`config.mk`:
```
export PLATFORM = sky130hd
export DESIGN_NAME = sensor_bus_packet_framer
export DESIGN_NICKNAME = d
export VERILOG_FILES = /design/src/design/sbpf_pkg.sv /design/src/design/sbpf_check.sv /design/src/design/sensor_bus_packet_framer.sv
export VERILOG_INCLUDE_DIRS = /design/src /design/src/design
export SDC_FILE = /design/constraint.sdc
export NUM_CORES = 1
export LEC_CHECK = 0
export ABC_AREA = 0
export BUFFER_PORTS_ARGS = -buffer_cell sky130_fd_sc_hd__buf_2
export CAP_MARGIN = 20
export CORE_UTILIZATION = 50
export CTS_CLUSTER_DIAMETER = 120
export DETAILED_ROUTE_END_ITERATION = 16
export HOLD_SLACK_MARGIN = 0.05
export MAX_ROUTING_LAYER = met4
export PLACE_DENSITY = 0.75
export SLEW_MARGIN = 20
export SYNTH_ARGS = -nofsm -noshare
export SYNTH_HDL_FRONTEND = slang
export SYNTH_SLANG_ARGS = --single-unit
```
`constraint.sdc`:
```
create_clock -name clk -period 18.65 [get_ports clk]
set_input_delay 0 -clock clk [delete_from_list [all_inputs] [get_ports clk]]
set_output_delay 0 -clock clk [all_outputs]
set_load 0.05 [all_outputs]
```
`src/design/sensor_bus_packet_framer_macros.svh`:
```
// Assertion macros for the sensor bus packet framer.
// Expects a clock named clk and an active-low reset named rst_n in scope.
`ifndef SENSOR_BUS_PACKET_FRAMER_MACROS_SVH
`define SENSOR_BUS_PACKET_FRAMER_MACROS_SVH

// Same-cycle implication, checked at every rising edge outside reset.
`define SBPF_ASSERT_NOW(label, ante, cons) \
    label: assert property (@(posedge clk) disable iff (!rst_n) (ante) |-> (cons)) \
        else $error("sensor bus packet framer: assertion failed");

// Next-cycle implication, checked at every rising edge outside reset.
`define SBPF_ASSERT_NEXT(label, ante, cons) \
    label: assert property (@(posedge clk) disable iff (!rst_n) (ante) |=> (cons)) \
        else $error("sensor bus packet framer: assertion failed");

`endif

```
`src/design/sbpf_pkg.sv`:
```
// Shared constants, types and the folded checksum step of the packet framer.
// No dependencies.
`default_nettype none

package sbpf_pkg;

    localparam logic [7:0] ESC_MARK   = 8'h7D;
    localparam logic [7:0] FLAG_MARK  = 8'h7E;
    localparam logic [7:0] ESC_FLIP   = 8'h20;
    localparam logic [7:0] CHECK_BASE = 8'hFF;

    // Header, two id bytes and four payload bytes, in send order.
    localparam int RAW_BYTES   = 7;
    localparam int FRAME_BYTES = RAW_BYTES + 1;
    localparam int IDX_W       = $clog2(FRAME_BYTES);

    localparam logic [IDX_W-1:0] IDX_HEADER = '0;
    localparam logic [IDX_W-1:0] IDX_CHECK  = IDX_W'(FRAME_BYTES - 1);

    localparam int PADDR_W = 3;
    localparam int PDATA_W = 32;
    // Register index is the word address: paddr[2].
    localparam logic REG_FRAME_HEADER = 1'b0;

    localparam logic [7:0] FRAME_HEADER_RESET = 8'h10;

    typedef logic [RAW_BYTES-1:0][7:0] raw_frame_t;

    // Add one byte and fold the carry back into the low eight bits.
    function automatic logic [7:0] sum_add(input logic [7:0] sum, input logic [7:0] b);
        logic [8:0] s;
        s = {1'b0, sum} + {1'b0, b};
        return s[7:0] + {7'b0, s[8]};
    endfunction

endpackage

`default_nettype wire

```
`src/design/sbpf_check.sv`:
```
// Check byte of one frame: 0xFF minus the folded sum over the raw bytes.
// Depends on sbpf_pkg.
`default_nettype none

module sbpf_check
    import sbpf_pkg::*;
(
    input  wire raw_frame_t raw,
    output logic [7:0]      check_byte
);

    logic [7:0] sum;

    always_comb
    begin
        sum = '0;
        for (int i = 0; i < RAW_BYTES; i++)
        begin
            sum = sum_add(sum, raw[i]);
        end
        check_byte = CHECK_BASE - sum;
    end

endmodule

`default_nettype wire

```
`src/design/sensor_bus_packet_framer.sv`:
```
// Top level of the sensor bus packet framer: frame register, byte serializer
// with escaping, header register on the APB port. Depends on sbpf_pkg,
// sbpf_check and sensor_bus_packet_framer_macros.svh.
//
//   Channel   Direction  Handshake                    Payload
//   command   in         start & !busy                data_id, payload
//   result    out        strobe (one cycle, no stall) out_byte, last
//   config    in         APB write, pready always 1   frame_header at 0x0
//
// A frame is 8 to 15 bytes; the serializer sends one byte a cycle, an
// escaped byte as an escape pair. The first byte passes the serializer
// state, then the output registers. busy drops in the cycle the final
// byte is formed, so the next command follows with no gap. Reset clears
// the serializer and sets the header to 0x10. The receiver cannot stall.
`default_nettype none

`include "sensor_bus_packet_framer_macros.svh"

module sensor_bus_packet_framer
    import sbpf_pkg::*;
(
    input  wire                clk,
    input  wire                rst_n,
    // command channel
    input  wire                start,
    output logic               busy,
    input  wire  [15:0]        data_id,
    input  wire  [31:0]        payload,
    // result channel
    output logic               strobe,
    output logic [7:0]         out_byte,
    output logic               last,
    // configuration port
    input  wire                psel,
    input  wire                penable,
    input  wire                pwrite,
    input  wire  [PADDR_W-1:0] paddr,
    input  wire  [PDATA_W-1:0] pwdata,
    output logic [PDATA_W-1:0] prdata,
    output logic               pready
);

    logic [7:0]       frame_header_reg;
    raw_frame_t       frame_reg;
    logic [IDX_W-1:0] idx_reg, idx_next;
    logic             esc_reg, esc_next;
    logic             active_reg;
    logic             strobe_reg;
    logic [7:0]       out_byte_reg, out_byte_next;
    logic             last_reg, last_next;

    logic             accept;
    logic             cfg_write;
    logic [7:0]       check_byte;
    logic [7:0]       cur_byte;
    logic             needs_esc;
    logic             final_cyc;

    // ---------------- configuration ----------------
    assign pready    = 1'b1;
    assign cfg_write = psel && penable && pwrite && pready;

    always_comb
    begin
        if (paddr[2] == REG_FRAME_HEADER)
            prdata = {{(PDATA_W-8){1'b0}}, frame_header_reg};
        else
            prdata = '0;
    end

    always_ff @(posedge clk or negedge rst_n)
    begin
        if (!rst_n)
            frame_header_reg <= FRAME_HEADER_RESET;
        else if (cfg_write && paddr[2] == REG_FRAME_HEADER)
            frame_header_reg <= pwdata[7:0];
    end

    // ---------------- frame register ----------------
    assign accept = start && !busy;

    always_ff @(posedge clk)
    begin
        if (accept)
            frame_reg <= {payload, data_id, frame_header_reg};
    end

    sbpf_check u_check (
        .raw        (frame_reg),
        .check_byte (check_byte)
    );

    // ---------------- serializer ----------------
    always_comb
    begin
        if (idx_reg == IDX_CHECK)
            cur_byte = check_byte;
        else
            cur_byte = frame_reg[idx_reg];
    end

    // The header goes out raw even when it matches an escape value.
    assign needs_esc = (idx_reg != IDX_HEADER) &&
                       (cur_byte == ESC_MARK || cur_byte == FLAG_MARK);

    always_comb
    begin
        if (needs_esc && !esc_reg)
        begin
            out_byte_next = ESC_MARK;
            last_next     = 1'b0;
            esc_next      = 1'b1;
            idx_next      = idx_reg;
        end
        else
        begin
            out_byte_next = esc_reg ? (cur_byte ^ ESC_FLIP) : cur_byte;
            last_next     = (idx_reg == IDX_CHECK);
            esc_next      = 1'b0;
            idx_next      = idx_reg + 1'b1;
        end
    end

    assign final_cyc = active_reg && last_next;
    assign busy      = active_reg && !final_cyc;

    always_ff @(posedge clk or negedge rst_n)
    begin
        if (!rst_n)
        begin
            active_reg <= 1'b0;
            idx_reg    <= '0;
            esc_reg    <= 1'b0;
            strobe_reg <= 1'b0;
        end
        else
        begin
            strobe_reg <= active_reg;
            if (accept)
            begin
                active_reg <= 1'b1;
                idx_reg    <= IDX_HEADER;
                esc_reg    <= 1'b0;
            end
            else if (active_reg)
            begin
                active_reg <= !final_cyc;
                idx_reg    <= idx_next;
                esc_reg    <= esc_next;
            end
        end
    end

    always_ff @(posedge clk)
    begin
        out_byte_reg <= out_byte_next;
        last_reg     <= last_next && active_reg;
    end

    assign strobe   = strobe_reg;
    assign out_byte = out_byte_reg;
    assign last     = last_reg && strobe_reg;

    // ---------------- assertions ----------------
    // The header byte leads every frame; after the command transfer it passes the
    // serializer state, then the output registers, before it is on the result ports.
    `SBPF_ASSERT_NEXT(a_header_first, $past(accept), strobe && !last && out_byte == frame_reg[IDX_HEADER])
    // While the second half of an escape pair is pending, the escape mark is on the line.
    `SBPF_ASSERT_NOW(a_escape_pair, esc_reg, strobe && out_byte == ESC_MARK && !last)
    // No new command is taken while a frame still has bytes to send after this cycle.
    `SBPF_ASSERT_NOW(a_no_overlap, active_reg && !last_next, busy && !accept)

endmodule

`default_nettype wire
```
Yosys cells after proc, flatten, opt, wreduce, memory -nomap -nowiden

Cells that the tools add are included.

Bitwise logic cells: 2
Equal/unequal tests: 4
Mux-type cells: 14
$add $sub $neg: 14
Order comparisons: 1
Reduce and logical (&&, ||, !) cells: 16

Operator list:

| cell                | count |
|---|---|
| $add 8x8->9         | 6 |
| $add 8x1->8         | 6 |
| $bmux 8 s3          | 1 |
| $mux 8              | 3 |
| $eq 8x7->1 const B  | 2 |
| $logic_and 1x1->1   | 9 |
| $mux 3              | 3 |
| $sub 8x8->8 const A | 1 |
| $mux 1              | 6 |
| $mux 6              | 1 |
| $lt 3x4->1 const B  | 1 |
| $add 3x1->3 const B | 1 |
| $eq 3x3->1 const B  | 1 |
| $logic_not 1->1     | 3 |
| $reduce_bool 3->1   | 1 |
| $ne 2x2->1 const B  | 1 |
| $not 1->1           | 2 |
| $reduce_and 2->1    | 1 |
| $reduce_bool 2->1   | 1 |
| $logic_or 1x1->1    | 1 |

Flip-flop bits (word level): 79
Word-level logic and storage cells: 65
Bits of input ports: 89
Output and inout bits: 44

Longest topological paths before layout

Gate-level depths: netlist of the first run.

Word-level depth: 26
Gate-level depth with buffers: 74

By module

A second synthesis of the first run with hierarchy kept.

Cell total of the unflattened synthesis: 566
Area, all modules: 6,044.5 sq um

Modules (own cells, without submodules):

| module                   | times used | area each (sq um) | cells each | sequential area each (sq um) |
|---|---|---|---|---|
| sensor_bus_packet_framer | 1          | 3,384.5           | 229        | 2,213.4 |
| sbpf_check               | 1          | 2,660.1           | 337        | 0.0 |

Worst setup path before layout of the first run

No wires, ideal clock.

Path type: reg2reg
Start: register frame_reg[0] (netlist bit)
End: register frame_reg[0] (netlist bit) (enable)
Setup time: 418 ps
Setup slack: 4,432 ps
Data arrival time: 13,800 ps
Path buffers: 0
Stages on the path, launching flop included: 69
Period minus slack after synthesis: 14,218 ps
Data required time: 18,232 ps
Path through: edfxtp_1 > ha_1 > fa_1 > a21o_1 > a21oi_1 > o21bai_1 > a21oi_1 > nor2b_1 > o21ai_0 > nand2b_1 > ha_1 > ha_1 > fa_1 > a21o_1 > a21oi_1 > o21bai_1 > a21oi_1 > nor2b_1 > [... 33 more ...] > ha_1 > and3_1 > xor2_1 > ha_1 > nand2_1 > a21oi_1 > o31a_1 > o21ai_0 > nand2b_1 > ha_1 > ha_1 > nand2_1 > nor3_1 > a311o_1 > a32oi_1 > a2111oi_4 > a21boi_1 > o21a_1

Cells in the longest elaborated chain, start to end: 24
Elaborated cells on any way between the ends: 27
Those cells by class: add/sub: 13; eq/ne: 2; mux: 4; reduce/logical: 8

RTL lines:

| element                  | RTL line                        | source |
|---|---|---|
| start: declaration       | sensor_bus_packet_framer.sv:44  | `raw_frame_t frame_reg;` |
| start signal: assignment | sensor_bus_packet_framer.sv:85  | `frame_reg <= {payload, data_id, frame_header_reg};` |
| $add 8x8->9              | sbpf_pkg.sv:32                  | `s = {1'b0, sum} + {1'b0, b};` |
| $add 8x1->8              | sbpf_pkg.sv:33                  | `return s[7:0] + {7'b0, s[8]};` |
| $add 8x8->9              | sbpf_pkg.sv:32                  |  |
| $add 8x1->8              | sbpf_pkg.sv:33                  |  |
| $add 8x8->9              | sbpf_pkg.sv:32                  |  |
| $add 8x1->8              | sbpf_pkg.sv:33                  |  |
| $add 8x8->9              | sbpf_pkg.sv:32                  |  |
| $add 8x1->8              | sbpf_pkg.sv:33                  |  |
| [... 9 more ...]         | --                              |  |
| $logic_and 1x1->1 (*)    | sensor_bus_packet_framer.sv:108 | `if (needs_esc && !esc_reg)` |
| $mux 1 (*)               | sensor_bus_packet_framer.sv:108 |  |
| $logic_and 1x1->1 (*)    | sensor_bus_packet_framer.sv:124 | `assign final_cyc = active_reg && last_next;` |
| $logic_not 1->1 (*)      | sensor_bus_packet_framer.sv:125 | `assign busy = active_reg && !final_cyc;` |
| $logic_and 1x1->1 (*)    | sensor_bus_packet_framer.sv:125 |  |
| $logic_not 1->1 (*)      | sensor_bus_packet_framer.sv:80  | `assign accept = start && !busy;` |
| $logic_and 1x1->1 (*)    | sensor_bus_packet_framer.sv:80  |  |
| net accept               | sensor_bus_packet_framer.sv:52  | `logic accept;` |

Mark *: on every way through the listed nets, which the timed path passes. The rest lies on a longest branch. The select of a mux whose other input is x is not followed.
A chain may end at the register's enable or synchronous reset.

Worst setup path in the final report of the first run

Start: register frame_reg[0] (netlist bit)
End: register frame_reg[47] (netlist bit) (enable)

Same word-level chain as after synthesis.

==> results of run 1 <==
through the flow:
step,setup slack [ns],hold slack (ns),area (um^2),utilization (%)
after global routing,2.20,0.113,7060,64.0
final,3.51,0.0745,7060,64.0
after CTS,3.54,0.0811,7060,64.0
after floorplan,4.43,-0.296,5830,-
after global placement,3.97,-0.0825,6200,56.2
after detailed placement,3.54,-0.0737,6200,56.2
path summary, 6_finish.rpt:
| kind | to | slack [ns] | cells after the start | from |
|---|---|---|---|---|
| worst min-delay path | active_reg$_DFF_PN0_ | 0.07 | 2 | rst_n |
| min in group clk | frame_header_reg[7]$_DFFE_PN0P_ | 0.33 | 3 | pwrite |
| worst max register to register | frame_reg[47]$_DFFE_PP_ | 3.51 | 69 | frame_reg[0]$_DFFE_PP_ |
| worst max-delay path | frame_reg[47]$_DFFE_PP_ | 3.51 | 69 | frame_reg[0]$_DFFE_PP_ |
| worst min register to register | frame_reg[1]$_DFFE_PP_ | 0.47 | 0 | frame_header_reg[1]$_DFFE_PN0P_ |
| max in group asynchronous | frame_header_reg[4]$_DFFE_PN1P_ | 18.27 | 2 | rst_n |
routing by layer:
layer	global-route usage, %	share of wire [%]	vias to the layer above
met5	-	0	-
met4	7.52	1.5	0
met3	6.22	4.4	16
met2	39.6	50	115
met1	28.3	44	2041
li1	-	-	2104
area by class of cell:
type | count | share of cell area, %
Sequential cell | 79 | 31.4
Timing Repair Buffer | 140 | 14.1
Multi-Input combinational cell | 403 | 47.4
Tap cell | 140 | 2.48
Inverter | 15 | 0.798
Clock buffer | 10 | 3.24
Clock inverter | 6 | 0.656
worst max-delay path: cells and delay by family, from the launching register on:
kind	cells	cell delay, ns
AO/OA/AOI/OAI	33	6.25
XOR/XNOR	1	0.15
adder cells (fa/ha/maj)	19	5.82
buffers and inverters	1	0.54
flip-flops	1	0.40
AND/OR/NAND/NOR	15	1.55
synthesized netlist by cell type, types with 5 or more instances:
master	n	share of area (%)
dfxtp_1	9	3.1
nor2_1	11	0.72
nand3_1	17	1.5
nand2b_1	12	1.3
o21ai_0	11	0.96
buf_4	25	3.3
edfxtp_1	56	29
o21bai_1	13	1.7
xnor2_1	40	6.1
nor2b_1	16	1.7
fa_1	6	2.1
mux2_2	18	3.5
a21o_1	12	1.6
mux4_2	5	2.0
and3_1	13	1.4
nand2_1	17	1.1
a21oi_1	35	3.0
o2111ai_1	5	0.76
xor2_1	28	4.3
inv_1	15	0.98
dfrtp_1	13	5.7
ha_1	68	15
cell usage in the layout (no fill, tap or decap), drive strengths merged, types with 4 or more instances in the layout:
cell	netlist	final
inv	15	16
o21ai	11	11
and2	4	4
dlygate4sd3	0	58
a21o	12	12
o2111ai	5	5
dfrtp	13	13
o21bai	13	13
clkbuf	2	10
nand2	18	18
and3	13	13
fa	6	6
xnor2	40	40
mux2i	4	4
mux4	5	5
edfxtp	56	56
nor2b	16	16
ha	68	68
a21oi	35	35
mux2	18	18
nand2b	12	12
nand3	17	17
nor2	11	11
buf	29	82
dfxtp	9	9
xor2	28	28
conb	2	25
cells by family (layout without fill, tap and decap cells):
family | count (synthesis) | in the layout | synth area share [%]
compound gates | 107 | 107 | 13.0
simple gates | 101 | 101 | 9.73
flops | 79 | 79 | 38.5
fa+ha+maj | 74 | 74 | 16.9
xor+xnor | 69 | 69 | 10.8
buf+inv | 46 | 171 | 4.83
mux | 27 | 27 | 6.18
other cells | 2 | 25 | 0.131
==> PnR_summary.wiki, run 1 <==
{| class="wikitable"
! Metric !! Value
|-
| MaxCap Viol Count || 0
|-
| Residual overflow from global routing || 0
|-
| Remaining antenna violation count after routing || 0
|-
| Multi-input combinational cell area || 3340 um^2
|-
| Nature of the critical path endpoint || flop
|-
| Endpoints failing setup || 0
|-
| Count of flip-flops with a built-in enable after synthesis || 56
|-
| Maximum clock insertion buffer count || 2
|-
| Arrival time of the worst setup path || 15.12 ns
|-
| H-tree depth || 3
|-
| Filler cell count || 847
|-
| Placed insts || 719
|-
| Number of antenna violations at the first check in global routing || 0
|-
| Residual DRC count || 0
|-
| Type of the tightest min-delay check || in2async
|-
| Instance count of the mapped netlist || 505
|-
| Final count of pins violating max slew || 0
|-
| Clock Pin Slew Worst Setup and Hold Paths || 0.06 ns
|-
| Area taken by flip-flops and latches || 2210 um^2
|-
| Unique cell type count in the Yosys netlist || 60
|-
| Chip Height || 109 um
|-
| Highest clock rate || 0.0660 GHz
|-
| TritonRoute pass-1 iters || 4
|-
| Outcome || finished, final reports clean
|-
| Setup Skew || 0.00693 ns
|-
| Initial DRC count || 139
|-
| Number of clock buffers inserted by TritonCTS || 9
|-
| Synthesized cell area || 5750 um^2
|-
| Die Footprint || 11900 um^2
|-
| Routability-driven placement congestion ratio || 0.872
|-
| DRT Wirelength || 12.4 mm
|-
| Initial core utilization || 52.1%
|-
| Number of failing hold endpoints at the final stage || 0
|-
| Layout cell share with drive strength beyond 1 || 19.8%
|-
| Min Clock Period, post-route || 15.14 ns
|-
| Commonest register cell after synthesis || edfxtp_1
|-
| Via density || 5.39
|-
| Worst slew slack as a fraction of its limit || 57.8%
|-
| Net count of the finished layout || 811
|-
| Required arrival time at the worst endpoint || 18.63 ns
|-
| Input/output buffers || 81
|-
| Final clock period utilization by the worst path || 81.2%
|-
| Part of the Yosys area used for sequential elements || 38.5%
|-
| Final Non-Filler Cells || 793
|-
| Number of I/O pins || 133
|-
| Final HPWL from detailed placement || 9.31 mm
|-
| Number of flip-flops and latches in the synthesized netlist || 79
|-
| Via count of the routed design || 4276
|-
| Synth warnings || 0
|-
| Setup Total Neg Slack || 0 ns
|-
| Async set-or-reset flop fraction in the synthesized netlist || 17.7%
|-
| Global-route wire length before repair || 20.6 mm
|-
| Via count of the first global-routing pass || 4331
|-
| Layout area overhead || 22.8%
|-
| Core Region || 11000 um^2
|-
| Number of flip-flops under the largest register name || 56
|-
| Worst skew pair latency || 0.35 ns
|-
| Clock tree from TritonCTS || done
|-
| Max stage delay on crit path || 0.54 ns
|-
| Routed length per placed instance || 15.6 um
|-
| Unrepaired setup endpoints after global routing || false
|-
| Crit-path most repeated cell || ha_1
|-
| Synthesized area per cell || 11.4 um^2
|-
| Post-CTS Hold Fix Bufs || 58
|-
| Standard-cell rows || 38
|-
| Cell with the largest stage delay on the worst path || buf_4
|-
| Kind of launch point of the worst setup path || flop
|-
| Number of cells upsized or downsized after cts || 0
|-
| Maximum number of pins on one net before global-route repair || 49
|-
| Critical-path maximum fanout || 48
|-
| Clock Sinks || 79
|-
| X dimension of the die || 109 um
|-
| Setup CP Type || reg2reg
|-
| Root Buffer || clkbuf_16
|-
| Number of antenna diodes || 0
|-
| Aggregate global-route resource usage || 23.9%
|-
| Slew at the pin closest to its max-slew limit || 0.633 ns
|-
| Post-CTS Setup Repair Bufs || 0
|}
Power of run 1 is not shown: default switching activity piles up to over one toggle a cycle in this logic, so the estimate is an artifact.
==> inputs of run 2 (changes only) <==
Settings changed: PLACE_DENSITY 0.75 to 0.78.
Clock period 18.65 ns to 12.2 ns, I/O delays scaled along.
==> run 2 against run 1 <==
Against the previous run: the flow now finishes with violations (setup timing); utilization up 13 points; highest routed layer unchanged; first-iteration DRC count up 54%; register-to-register slack worse by 4.3 ns; clock skew up 0.0032 ns; sequential share of layout area down 5.3 points; critical endpoint is now busy; global-route usage up 4.6 points; clock-buffer cell count down 1; critical path depth up 6; non-clock buffer count up 122; sequential cell count unchanged.
==> PnR_summary.wiki, run 2 (synthesis gave the netlist of run 1 again) <==
{| class="wikitable"
! Metric !! Value
|-
| Outcome || complete, but fails checks (was finished, final reports clean)
|-
| Violations in the final reports || setup timing
|-
| Clock Sinks || 79 (unchanged)
|-
| DRT Wirelength || 16.8 mm (was 12.4 mm)
|-
| Kind of launch point of the worst setup path || flop (unchanged)
|-
| Final count of pins violating max slew || 0 (unchanged)
|-
| Via count of the first global-routing pass || 5125 (was 4331)
|-
| Via density || 5.51 (was 5.39)
|-
| Core Region || 11000 um^2 (unchanged)
|-
| TritonRoute pass-1 iters || 5 (was 4)
|-
| Chip Height || 109 um (unchanged)
|-
| X dimension of the die || 109 um (unchanged)
|-
| Minimum hold slack || 0.0926 ns (was 0.0745 ns)
|-
| Unrepaired setup endpoints after global routing || true (was false)
|-
| Routed length per placed instance || 18.4 um (was 15.6 um)
|-
| Maximum number of pins on one net before global-route repair || 30 (was 49)
|-
| Post-route setup slack || -0.831 ns (was 3.51 ns)
|-
| Number of flip-flops under the largest register name || 56 (unchanged)
|-
| Required arrival time at the worst endpoint || 12.20 ns (was 18.63 ns)
|-
| Met1 layer wirelength in the final routing || 6.29 mm (was 5.49 mm)
|-
| Number of clock buffers inserted by TritonCTS || 9 (unchanged)
|-
| H-tree depth || 3 (unchanged)
|-
| Highest clock rate || 0.0767 GHz
|-
| Remaining antenna violation count after routing || 0 (unchanged)
|-
| Max stage delay on crit path || 0.43 ns (was 0.54 ns)
|-
| Layout cell share with drive strength beyond 1 || 40.0% (was 19.8%)
|-
| Nature of the critical path endpoint || output port (was flop)
|-
| Clock tree from TritonCTS || done (unchanged)
|-
| Uppermost routed layer || met4 (unchanged)
|-
| Worst slew slack as a fraction of its limit || 40.9% (was 57.8%)
|-
| Final Non-Filler Cells || 915 (was 793)
|-
| Crit-path most repeated cell || buf_4 (was ha_1)
|-
| Slew at the pin closest to its max-slew limit || 0.887 ns (was 0.633 ns)
|-
| Minimum setup slack after placement || -0.624 ns (was 3.54 ns)
|-
| Placed insts || 787 (was 719)
|-
| Number of antenna diodes || 0 (unchanged)
|-
| Residual DRC count || 0 (unchanged)
|-
| Arrival time of the worst setup path || 13.03 ns (was 15.12 ns)
|-
| Final clock period utilization by the worst path || 107%
|-
| Root Buffer || clkbuf_16 (unchanged)
|-
| Die Footprint || 11900 um^2 (unchanged)
|-
| Min Clock Period, post-route || 13.03 ns
|-
| Endpoints failing setup || 66 (was 0)
|-
| Number of failing hold endpoints at the final stage || 0 (unchanged)
|-
| Amount of wire on met2 after detailed routing || 8.73 mm (was 6.18 mm)
|-
| Final HPWL from detailed placement || 10.7 mm (was 9.31 mm)
|-
| Setup CP Type || reg2out (was reg2reg)
|-
| Via count of the routed design || 5039 (was 4276)
|-
| Initial DRC count || 214 (was 139)
|-
| Filler cell count || 653 (was 847)
|-
| Residual overflow from global routing || 0 (unchanged)
|-
| Routability-driven placement congestion ratio || 0.892 (was 0.872)
|-
| Maximum clock insertion buffer count || 2 (unchanged)
|-
| Initial core utilization || 52.1% (unchanged)
|-
| Standard-cell rows || 38 (unchanged)
|-
| Cell with the largest stage delay on the worst path || or3_4 (was buf_4)
|-
| Input/output buffers || 81 (unchanged)
|-
| Aggregate global-route resource usage || 28.5% (was 23.9%)
|-
| Number of I/O pins || 133 (unchanged)
|-
| Type of the tightest min-delay check || in2async (unchanged)
|-
| Met3 wirelength from detailed routing || 955 um (was 544 um)
|-
| Number of antenna violations at the first check in global routing || 0 (unchanged)
|-
| Net count of the finished layout || 933 (was 811)
|-
| MaxCap Viol Count || 0 (unchanged)
|-
| Critical-path maximum fanout || 3 (was 48)
|-
| Clock Pin Slew Worst Setup and Hold Paths || 0.07 ns (was 0.06 ns)
|-
| Most frequent cells in the layout || buf_4 (111), buf_2 (80), dlygate4sd3_1 (58) (was buf_2 (81), ha_1 (68), dlygate4sd3_1 (58))
|-
| Most frequent standard cell in the layout excluding fill and tap cells || buf_4 (was buf_2)
|-
| Global-route wire length before repair || 24.4 mm (was 20.6 mm)
|-
| Worst skew pair latency || 0.36 ns (was 0.35 ns)
|-
| Layout area overhead || 47.7% (was 22.8%)
|-
| Setup Skew || 0.0101 ns (was 0.00693 ns)
|-
| Reg2Reg Setup Slack || -0.83 ns (was 3.51 ns)
|}
[run 2: final timing paths]
path,startpoint,to,depth (start not counted)
setup / recovery,frame_reg[0]$_DFFE_PP_,busy,75
hold / removal,rst_n,active_reg$_DFF_PN0_,2
setup reg to reg,frame_reg[0]$_DFFE_PP_,frame_reg[19]$_DFFE_PP_,74
hold reg to reg,frame_header_reg[1]$_DFFE_PN0P_,frame_reg[1]$_DFFE_PP_,0
max in group asynchronous,rst_n,frame_header_reg[4]$_DFFE_PN1P_,2
min in group clk,pwrite,frame_header_reg[1]$_DFFE_PN0P_,3
[run 2: worst max-delay path, delay by kind of cell (launching register included)]
| family | cells | cell delay (ns) |
|---|---|---|
| AOI/OAI and AO/OA | 25 | 3.75 |
| adders and majority gates | 16 | 3.69 |
| and+or+nand+nor | 15 | 1.92 |
| xor gates and xnor gates | 8 | 1.49 |
| buffers and inverters | 11 | 1.40 |
| DFF | 1 | 0.38 |
[run 2: what timing repair did]
item	in CTS	in global routing
resized for setup	21	22
setup endpoints to repair	66	71
setup buffers	34	17
endpoints found under the hold margin	72	0
gates cloned	0	6
pin swaps	42	35
hold buffers	58	0
[run 2: per-layer routing]
layer  vias to the layer above  global-route usage [%]
met3                        68                    6.46
met2                       220                    50.0
met4                         0                    15.0
li1                       2355                       -
met5                         -                       -
met1                      2396                    29.6
[run 2: per-stage QoR]
stage	util (%)	instance area, um^2	setup TNS, ns
finish	76.9	8490	-51.23
global route	76.9	8490	-88.15
CTS	73.7	8130	-37.95
detailed placement	62.4	6890	-38.14
global placement	62.4	6890	-0.425
floorplan	-	5980	0
[run 2: area by class of cell]
type                       count  area [um^2]  share of cell area (%)
timing repair buffer         262         2030                    24.0
clock buffer                   9          225                    2.65
clock inverter                 7         87.6                    1.03
tap                          140          175                    2.06
multi-input combinational    403         3690                    43.5
sequential                    79         2210                    26.1
inverter                      15         56.3                   0.664
Power of run 2 is left out for the same reason.
==> inputs of run 3 (changes only) <==
Settings changed: PLACE_DENSITY 0.78 to not set, PLACE_DENSITY_LB_ADDON set to 0.08.
==> run 3 against run 2 <==
Against the previous run: the run still ends with setup timing left; cell area shrank 1.2%; setup slack gained 0.39 ns; worst hold slack gained 0.023 ns; clock-buffer cell count grew 1; die area is the same; clock skew shrank 0.0020 ns; routed wire length shrank 13%; critical endpoint is now frame_reg[9]$_DFFE_PP_; first-iteration DRC count shrank 40%.
==> PnR_summary.wiki, run 3 (synthesis gave the netlist of run 1 again) <==
{| class="wikitable"
! Metric !! Value
|-
| Outcome || complete, but fails checks (unchanged)
|-
| Violations in the final reports || setup timing (unchanged)
|-
| Cell family with the largest share of critical-path delay || compound AO/OA/AOI/OAI gates (unchanged)
|-
| Reg2Reg Setup Slack || -0.44 ns (was -0.83 ns)
|-
| Arrival time of the worst setup path || 12.77 ns (was 13.03 ns)
|-
| Standard-cell rows || 38 (unchanged)
|-
| Final cell utilization of the core || 76.0% (was 76.9%)
|-
| MaxCap Viol Count || 0 (unchanged)
|-
| Minimum setup slack after placement || -0.457 ns (was -0.624 ns)
|-
| Buf+Inv Stages, Crit Path || 2 (was 11)
|-
| Setup Skew || 0.00811 ns (was 0.0101 ns)
|-
| Number of flip-flops under the largest register name || 56 (unchanged)
|-
| Number of I/O pins || 133 (unchanged)
|-
| Kind of launch point of the worst setup path || flop (unchanged)
|-
| Initial DRC count || 129 (was 214)
|-
| Chip Height || 109 um (unchanged)
|-
| Setup CP Type || reg2reg (was reg2out)
|-
| Most frequent standard cell in the layout excluding fill and tap cells || buf_4 (unchanged)
|-
| Standard cell area after detailed placement || 6960 um^2 (was 6890 um^2)
|-
| Die Footprint || 11900 um^2 (unchanged)
|-
| Met1 usage in global routing || 30.1% (was 29.6%)
|-
| Initial core utilization || 52.1% (unchanged)
|-
| Clock Pin Slew Worst Setup and Hold Paths || 0.06 ns (was 0.07 ns)
|-
| DRT Wirelength || 14.6 mm (was 16.8 mm)
|-
| Clock tree from TritonCTS || done (unchanged)
|-
| Min Clock Period, post-route || 12.64 ns (was 13.03 ns)
|-
| Total non-filler cell area in the finished layout || 8380 um^2 (was 8490 um^2)
|-
| Clock Sinks || 79 (unchanged)
|-
| Routed length per placed instance || 16.2 um (was 18.4 um)
|-
| Worst-case reg-to-reg path depth || 74 (unchanged)
|-
| Input/output buffers || 81 (unchanged)
|-
| Slew at the pin closest to its max-slew limit || 0.906 ns (was 0.887 ns)
|-
| Max stage delay on crit path || 0.39 ns (was 0.43 ns)
|-
| Required arrival time at the worst endpoint || 12.33 ns (was 12.20 ns)
|-
| Nature of the critical path endpoint || flop (was output port)
|-
| Worst slew slack as a fraction of its limit || 39.6% (was 40.9%)
|-
| Final count of pins violating max slew || 0 (unchanged)
|-
| Remaining antenna violation count after routing || 0 (unchanged)
|-
| Number of antenna violations at the first check in global routing || 0 (unchanged)
|-
| Root Buffer || clkbuf_16 (unchanged)
|-
| Number of clock buffers inserted by TritonCTS || 9 (unchanged)
|-
| Worst skew pair latency || 0.36 ns (about the same)
|-
| Layer with the highest usage after global routing || met2 (unchanged)
|-
| Number of failing hold endpoints at the final stage || 0 (unchanged)
|-
| Core Region || 11000 um^2 (unchanged)
|-
| Filler cell count || 751 (was 653)
|-
| Final HPWL from detailed placement || 10.4 mm (was 10.7 mm)
|-
| X dimension of the die || 109 um (unchanged)
|-
| Area taken by flip-flops and latches || 2210 um^2 (unchanged)
|-
| Routability-driven placement congestion ratio || 0.847 (was 0.892)
|-
| Via density || 5.28 (was 5.51)
|-
| Unrepaired setup endpoints after global routing || true (unchanged)
|-
| Layout cell share with drive strength beyond 1 || 39.7% (was 40.0%)
|-
| Routing usage on met3 || 5.98% (was 6.46%)
|-
| Residual DRC count || 0 (unchanged)
|-
| Critical-path maximum fanout || 8 (was 3)
|-
| Final clock period utilization by the worst path || 104% (was 107%)
|-
| TritonRoute pass-1 iters || 4 (was 5)
|-
| Post-route setup slack || -0.443 ns (was -0.831 ns)
|-
| Cell with the largest stage delay on the worst path || edfxtp_1 (was or3_4)
|-
| Residual overflow from global routing || 0 (unchanged)
|-
| Multi-input combinational cell area || 3720 um^2 (was 3690 um^2)
|-
| Most frequent cells in the layout || buf_4 (105), buf_2 (80), dlygate4sd3_1 (58) (was buf_4 (111), buf_2 (80), dlygate4sd3_1 (58))
|-
| Via count of the routed design || 4779 (was 5039)
|-
| H-tree depth || 3 (unchanged)
|-
| Endpoints failing setup || 65 (was 66)
|-
| Crit Reg-Reg Startpoint || frame_reg[8]$_DFFE_PP_ (was frame_reg[0]$_DFFE_PP_)
|-
| Global-route wire length before repair || 23.4 mm (was 24.4 mm)
|-
| Layout area overhead || 45.8% (was 47.7%)
|-
| Via count of the first global-routing pass || 5087 (was 5125)
|-
| Met2 usage in global routing || 47.0% (was 50.0%)
|-
| Net count of the finished layout || 923 (was 933)
|-
| Maximum number of pins on one net before global-route repair || 26 (was 30)
|-
| Highest clock rate || 0.0791 GHz (was 0.0767 GHz)
|-
| Reg-to-reg critical path endpoint || frame_reg[9]$_DFFE_PP_ (was frame_reg[19]$_DFFE_PP_)
|-
| Crit-path most repeated cell || a21oi_2 (was buf_4)
|-
| Maximum clock insertion buffer count || 2 (unchanged)
|-
| Type of the tightest min-delay check || in2async (unchanged)
|-
| Number of antenna diodes || 0 (unchanged)
|-
| Aggregate global-route resource usage || 27.3% (was 28.5%)
|}
==> run 3: worst register-to-register path: cells and delay by family (launching register included) <==
family	cells	cell delay, ns
fa+ha+maj	18	4.29
xor+xnor	6	1.01
compound gates	32	4.72
buf+inv	2	0.27
flops	1	0.39
simple gates	16	1.75
==> run 3: what timing repair did <==
action	4_1_cts	5_1_grt
setup endpoints to repair	65	71
setup buffers	25	10
endpoints found under the hold margin	71	0
gates resized for setup	31	20
hold buffers	58	0
pin swaps	36	34
gates cloned	2	0
==> run 3: cell type report <==
type	instances	share of cell area [%]
multi-input combinational	403	44.4
sequential	79	26.4
timing repair buffer	252	23.0
clock buffer	10	2.85
tap	140	2.09
inverter	15	0.672
clock inverter	6	0.582
==> run 3: worst max path at each step <==
| stage | from | cells after the start | endpoint |
|---|---|---|---|
| global placement | frame_reg[8]$_DFFE_PP_ | 71 | frame_reg[30]$_DFFE_PP_ |
| CTS | frame_reg[0]$_DFFE_PP_ | 73 | frame_reg[9]$_DFFE_PP_ |
| detailed placement | frame_reg[8]$_DFFE_PP_ | 72 | frame_reg[30]$_DFFE_PP_ |
| finish | frame_reg[8]$_DFFE_PP_ | 74 | frame_reg[9]$_DFFE_PP_ |
| floorplan | frame_reg[8]$_DFFE_PP_ | 70 | frame_reg[0]$_DFFE_PP_ |
| global route | frame_reg[8]$_DFFE_PP_ | 74 | frame_reg[9]$_DFFE_PP_ |
==> run 3: routing by layer <==
metal / vias up / share of wire, %
met2: 123 / 52
met4: 0 / 3.0
li1: 2341 / -
met1: 2282 / 41
met5: - / 0
met3: 33 / 3.7
==> run 3: per-stage QoR <==
step	TNS, ns	hold slack [ns]	std cells
finish	-22.49	0.115	905
detailed placement	-27.31	-0.0738	797
floorplan	0	-0.296	528
global route	-79.17	0.125	905
CTS	-31.66	0.0822	897
global placement	-5.64	-0.0850	797
Power of run 3 is left out for the same reason.
